--- src/rtl/s128_pkg.sv ---
// ----------------------------------------------------------------------------
// s128_pkg: shared types and constants for the 128-bit signed ALU.
// Holds the operation codes and the command and status records that pass
// between the controller and the datapath.
// ----------------------------------------------------------------------------
package s128_pkg;

    localparam int unsigned OpWidth  = 128;
    localparam int unsigned CntWidth = 7;

    typedef enum logic [3:0] {
        ACT_ADD = 4'd0,
        ACT_SUB = 4'd1,
        ACT_MUL = 4'd2,
        ACT_DIV = 4'd3,
        ACT_AND = 4'd4,
        ACT_OR  = 4'd5,
        ACT_XOR = 4'd6,
        ACT_NOT = 4'd7,
        ACT_SHL = 4'd8,
        ACT_SAR = 4'd9,
        ACT_ROL = 4'd10,
        ACT_ROR = 4'd11
    } t_action;

    // Commands from the controller to the datapath.
    typedef struct packed {
        logic load;      // capture operands and set up iteration
        logic step;      // one multiply or divide iteration
        logic fix;       // apply the sign to the iterated result
        logic simple;    // compute a non-iterative operation
    } t_dp_cmd;

    // Status from the datapath to the controller.
    typedef struct packed {
        logic iterative; // loaded action needs the iterative unit
        logic last_step; // current iteration is the final one
    } t_dp_stat;

endpackage

--- src/rtl/s128_ctrl.sv ---
// ----------------------------------------------------------------------------
// s128_ctrl: controller for the 128-bit signed ALU.
// Sequences load, iteration, sign fix and result hand-off.
// ----------------------------------------------------------------------------
module s128_ctrl
    import s128_pkg::*;
(
    input  logic     i_clk,
    input  logic     i_rst_n,
    input  logic     i_in_valid,
    output logic     o_in_ready,
    output logic     o_out_valid,
    input  logic     i_out_ready,
    input  t_dp_stat i_stat,
    output t_dp_cmd  o_cmd
);

    typedef enum logic [2:0] {S_IDLE, S_DECODE, S_STEP, S_FIX, S_SIMPLE, S_OUT} t_state;

    t_state r_state, n_state;
    logic   r_out_valid, n_out_valid;

    // The input is open only while idle; a new item waits until the result has left.
    assign o_in_ready  = (r_state == S_IDLE);
    assign o_out_valid = r_out_valid;

    always_comb begin
        n_state     = r_state;
        n_out_valid = r_out_valid;
        o_cmd       = '0;
        unique case (r_state)
            S_IDLE: begin
                o_cmd.load = i_in_valid;
                if (i_in_valid) n_state = S_DECODE;
            end
            S_DECODE: begin
                n_state = i_stat.iterative ? S_STEP : S_SIMPLE;
            end
            S_STEP: begin
                o_cmd.step = 1'b1;
                if (i_stat.last_step) n_state = S_FIX;
            end
            S_FIX: begin
                o_cmd.fix   = 1'b1;
                n_state     = S_OUT;
                n_out_valid = 1'b1;
            end
            S_SIMPLE: begin
                o_cmd.simple = 1'b1;
                n_state      = S_OUT;
                n_out_valid  = 1'b1;
            end
            S_OUT: begin
                if (i_out_ready) begin
                    n_state     = S_IDLE;
                    n_out_valid = 1'b0;
                end
            end
            default: n_state = S_IDLE;
        endcase
    end

    // State and registered valid.
    always_ff @(posedge i_clk) begin
        if (!i_rst_n) begin
            r_state     <= S_IDLE;
            r_out_valid <= 1'b0;
        end else begin
            r_state     <= n_state;
            r_out_valid <= n_out_valid;
        end
    end

`ifndef NO_ASSERTIONS
    a_valid_out: assert property (@(posedge i_clk) disable iff (!i_rst_n)
        o_out_valid == (r_state == S_OUT)) else $error("valid out of step");
    a_no_overlap: assert property (@(posedge i_clk) disable iff (!i_rst_n)
        o_in_ready |-> !o_out_valid) else $error("accept while result pending");
    a_fix_out: assert property (@(posedge i_clk) disable iff (!i_rst_n)
        o_cmd.fix |=> o_out_valid) else $error("fix not followed by result");
`endif

endmodule

--- config.mk ---
export PLATFORM = sky130hd
export DESIGN_NAME = s128_ctrl
export DESIGN_NICKNAME = d
export VERILOG_FILES = /design/src/rtl/s128_pkg.sv /design/src/rtl/s128_ctrl.sv
export SDC_FILE = /design/constraint.sdc
export NUM_CORES = 1
export LEC_CHECK = 0
export BUFFER_PORTS_ARGS = -buffer_cell sky130_fd_sc_hd__buf_2
export CAP_MARGIN = 25
export CELL_PAD_IN_SITES_DETAIL_PLACEMENT = 2
export CELL_PAD_IN_SITES_GLOBAL_PLACEMENT = 2
export CORE_AREA = 2 2 39 41
export DETAILED_ROUTE_END_ITERATION = 8
export DIE_AREA = 0 0 41 43
export HOLD_SLACK_MARGIN = 0.03
export PLACE_DENSITY_LB_ADDON = 0.1
export SYNTH_ARGS = -nofsm -noshare
export SYNTH_HDL_FRONTEND = slang
export SYNTH_SLANG_ARGS = --single-unit
export TNS_END_PERCENT = 10
--- constraint.sdc ---
create_clock -name i_clk -period 1.5 [get_ports i_clk]
set_input_delay 0.225 -clock i_clk [delete_from_list [all_inputs] [get_ports i_clk]]
set_output_delay 0.225 -clock i_clk [all_outputs]
set_load 0.01 [all_outputs]
## After elaboration in Yosys (flattened, before gate mapping)

Cells that the tools add are included.

- Register bits: 4
- Bits of input ports: 6
- Output and inout bits: 6
- Logic and storage cells: 26

- Equal/unequal tests: 8
- Muxes and demuxes: 11
- Reduce and logical (&&, ||, !) cells: 5

Operators with widths:

| kind | count |
|---|---|
| $pmux W3 S5 | 1 |
| $mux W3 | 4 |
| $eq A3 B2 Y1 const B | 2 |
| $eq A3 B3 Y1 const B | 2 |
| $ne A2 B2 Y1 const B | 3 |
| $mux W1 | 5 |
| $eq A3 B1 Y1 const B | 1 |
| $logic_not A3 Y1 | 1 |
| $reduce_and A3 Y1 | 1 |
| $pmux W1 S2 | 1 |
| $reduce_and A2 Y1 | 1 |
| $reduce_bool A2 Y1 | 1 |
| $reduce_or A2 Y1 | 1 |

## Logic depth before layout (Yosys ltp)

- Depth in word-level cells: 4
- Gate-level depth with buffers: 4

## Least setup slack after synthesis

No wires, ideal clock.

- Path type: register to output
- Start point: register r_state[2]
- End point: output port o_cmd[3] (netlist name)
- Arrival: 1.018 ns
- Required time: 1.275 ns
- Slack: 0.257 ns
- Stages on the path, launching flop included: 4
- Buffers on the path: 1
- Cell sequence: dfxtp_1 > buf_2 > nor3_1 > and2_1

RTL lines:

| what | RTL line | source |
|---|---|---|
| from (decl) | s128_ctrl.sv:20 | `t_state r_state, n_state;` |
| from (signal assigned) | s128_ctrl.sv:69 | `r_state <= n_state;` |
| to (decl) | s128_ctrl.sv:15 | `output t_dp_cmd o_cmd` |

==> flow_metrics.tcl <==
set metrics [dict create \
    status "finished, final reports clean" \
    syn_area_um2 265 \
    setup_viol 0 \
    grt_pass1_wl_mm 1.37 \
    synth_seq_cells 4 \
    path_class "reg -> out" \
    cp-start-kind "flip-flop" \
    htree_num_levels 1 \
    synth.top_cell.area_share_pct 30.2 \
    hold_path.class "in -> reg" \
    postSynthCellCount 31 \
    nNetsFinal 51 \
    min-delay-start "i_rst_n" \
    io_buffers 11 \
    hold_violations 0 \
    area_growth_pct 32.1 \
    crit_buf_inv 1 \
    synthAdderAreaFrac_pct 0 \
    synth_top_family_by_area "simple AND/OR/NAND/NOR gates" \
    whs_path_depth 2 \
    final_max_slew_viol_count 0 \
    yosys-top-cells-area "dfxtp_1 (30%), buf_6 (8.5%), o311ai_2 (6.1%)" \
    clock-sinks 4 \
    setup_tns_ps 0 \
    drcViolationCount 0 \
    crit_chain "nor3_2, and2_1, buf_2" \
    irDropWorstVdd_mv 0.389 \
    drt_iter0_drc 1 \
    path_delay_family "flip-flops" \
    leakage_nw 0.151 \
    maxCapViolCount 0 \
    worst_path_largest_cell_delay_ps 560 \
    core_um2 1380 \
    numCtsBuffers 3 \
    clock_skew_ps 0.857 \
    row_count 14 \
    avgSynthCellArea_um2 8.56 \
    drt-pass1-iter-count 2 \
    grt_pass1_vias 290 \
    period_minus_slack_ps 1410 \
    ys_warn_count 0 \
    via_per_inst 4.51 \
    crit_required_ps 1270 \
    place_congestion 0.669 \
    antenna_found_initial 0 \
    routed_wl_um 766 \
    die_height_um 43 \
    antenna_cells 0 \
    rr_startpoint "r_state[0]$_SDFFE_PN0P_" \
    hpwl_um 607 \
    grt_setup_unrepaired "yes" \
    slowest_stage "dfxtp_1" \
    p_per_area_nw_per_um2 1120 \
    via_count 266 \
    grt_util_all_layers_pct 12.1 \
    fp.dieW_um 41 \
    worstMarginPinSlew_ps 411 \
    cts_tree "yes" \
    muxShareOfSynthArea_pct 9.43 \
    synth-compound-area-share_pct 22.6 \
    fin_crit_sh_pct 94.3 \
    slew_headroom_pct 72.5 \
    cts_max_path_buffers 2 \
    start_util_pct 19.2 \
    clkTransAtPathRegs_ps 40 \
    r2r_cells 2 \
    fillers 163 \
    syn-num-nets 37 \
    die-area_um2 1760 \
    hold_end "o_out_valid$_SDFFE_PN0P_" \
    grt-ovfl-total 0 \
    worst_r2r_endpoint "r_state[2]$_SDFFE_PN0P_" \
    grt_max_degree 12 \
    post-cts-setup-buffer-count 0 \
    cp_data_arrival_time_ps 1190 \
    cts_hold_buffers 0 \
    fmax_mhz 707 \
    num_io_pins 12 \
    synth-simple-area-share_pct 25.9 \
    p_total_uw 394 \
    yosysTopAreaCell "dfxtp_1" \
    antenna_left 0 \
    synth-xor-area-share_pct 0 \
    layout-drive-gt1-share_pct 46.5 \
    r2r_slack_ps 300 \
    crit_path_end_kind "output pin" \
    clk_latency_ps 230 \
    wire_per_inst_um 13.0 \
    synthDistinctLibCells 19 \
    cts_root_buf "clkbuf_4" \
    path_max_fanout 10 \
    ys_seq_area_share_pct 30.2 \
]
-- worst max-delay path by stage --
| stage | cells past startpoint | to | startpoint |
|---|---|---|---|
| after CTS | 3 | o_cmd[2] | r_state[1]$_SDFFE_PN0P_ |
| after global routing | 3 | o_cmd[3] | r_state[0]$_SDFFE_PN0P_ |
| after floorplan | 3 | o_cmd[3] | r_state[2]$_SDFFE_PN0P_ |
| after global placement | 3 | r_state[0]$_SDFFE_PN0P_ | r_state[1]$_SDFFE_PN0P_ |
| final | 3 | o_cmd[3] | r_state[0]$_SDFFE_PN0P_ |
| after detailed placement | 3 | r_state[0]$_SDFFE_PN0P_ | r_state[1]$_SDFFE_PN0P_ |
-- per-layer routing --
metal	track usage [%]	share of wire, %	wire (um)
met1	14.6	42	324
met2	16.9	52	401
met3	4.71	5.2	40
met4	8.00	0	0
met5	0	0	0
-- worst register-to-register path, delay by kind of cell, from the launching register on --
kind / cells / cell delay (ps)
DFF: 1 / 560
AOI/OAI and AO/OA: 1 / 170
and+or+nand+nor: 1 / 390
-- cells by family (layout without fill, tap and decap cells) --
kind of cell    Yosys count  after routing
flops                     4              4
mux                       2              2
simple gates             13             13
compound gates            8              8
buf+inv                   4             16
-- layout make-up --
type	instances	area [um^2]	share of cell area (%)
Multi-Input combinational cell	23	159	45.4
Timing Repair Buffer	12	62.6	17.9
Tap cell	16	20.0	5.71
Sequential cell	4	82.6	23.6
Inverter	1	3.75	1.07
Clock buffer	3	22.5	6.43
-- where the power goes --
part | internal, mW | switching [mW]
Combinational | 0.0577 | 0.0500
Sequential | 0.123 | 0.0319
Clock | 0.0893 | 0.0415
Total | 0.270 | 0.123
-- sequential cells by signal, indices dropped and copies added (netlist names) --
register / count
r_state: 3
o_out_valid: 1
-- synth_stat cells --
master,number
nor3b_1,2
mux2i_1,1
dfxtp_1,4
o21ai_0,1
nor2_1,2
inv_1,1
nor2b_1,1
buf_6,2
or3b_1,1
mux2_4,1
a21oi_1,3
o311ai_2,1
and2_1,1
buf_2,1
nor3_1,2
nand2_1,4
a21boi_1,1
o31a_1,1
a21boi_0,1
-- cells in the final DEF, fill, tap and decap left out --
| master | instances |
|---|---|
| a21boi_0 | 1 |
| a21boi_1 | 1 |
| a21oi_1 | 3 |
| and2_1 | 1 |
| buf_2 | 11 |
| buf_4 | 1 |
| clkbuf_4 | 3 |
| dfxtp_1 | 2 |
| dfxtp_2 | 2 |
| inv_1 | 1 |
| mux2_4 | 1 |
| mux2i_1 | 1 |
| nand2_1 | 4 |
| nor2_1 | 2 |
| nor2b_1 | 1 |
| nor3_1 | 1 |
| nor3_2 | 1 |
| nor3b_1 | 2 |
| o21ai_0 | 1 |
| o311ai_2 | 1 |
| o31a_1 | 1 |
| or3b_1 | 1 |
-- metrics by stage --
step	setup slack [ps]	utilization [%]	instance area, um^2	hold slack [ps]	cells
5_1_grt	-9.16	25.3	350	268	59
6_report	86.2	25.3	350	265	59
4_1_cts	34.7	24.8	343	260	59
2_1_floorplan	257	-	265	353	31
3_3_place_gp	270	23.1	320	509	56
3_5_place_dp	232	23.1	320	509	56
-- repair_timing --
action	in CTS	in global routing
setup endpoints to repair	0	3
resized for setup	0	3
endpoints found under the hold margin	0	0
(Power assumes the default switching activity.)
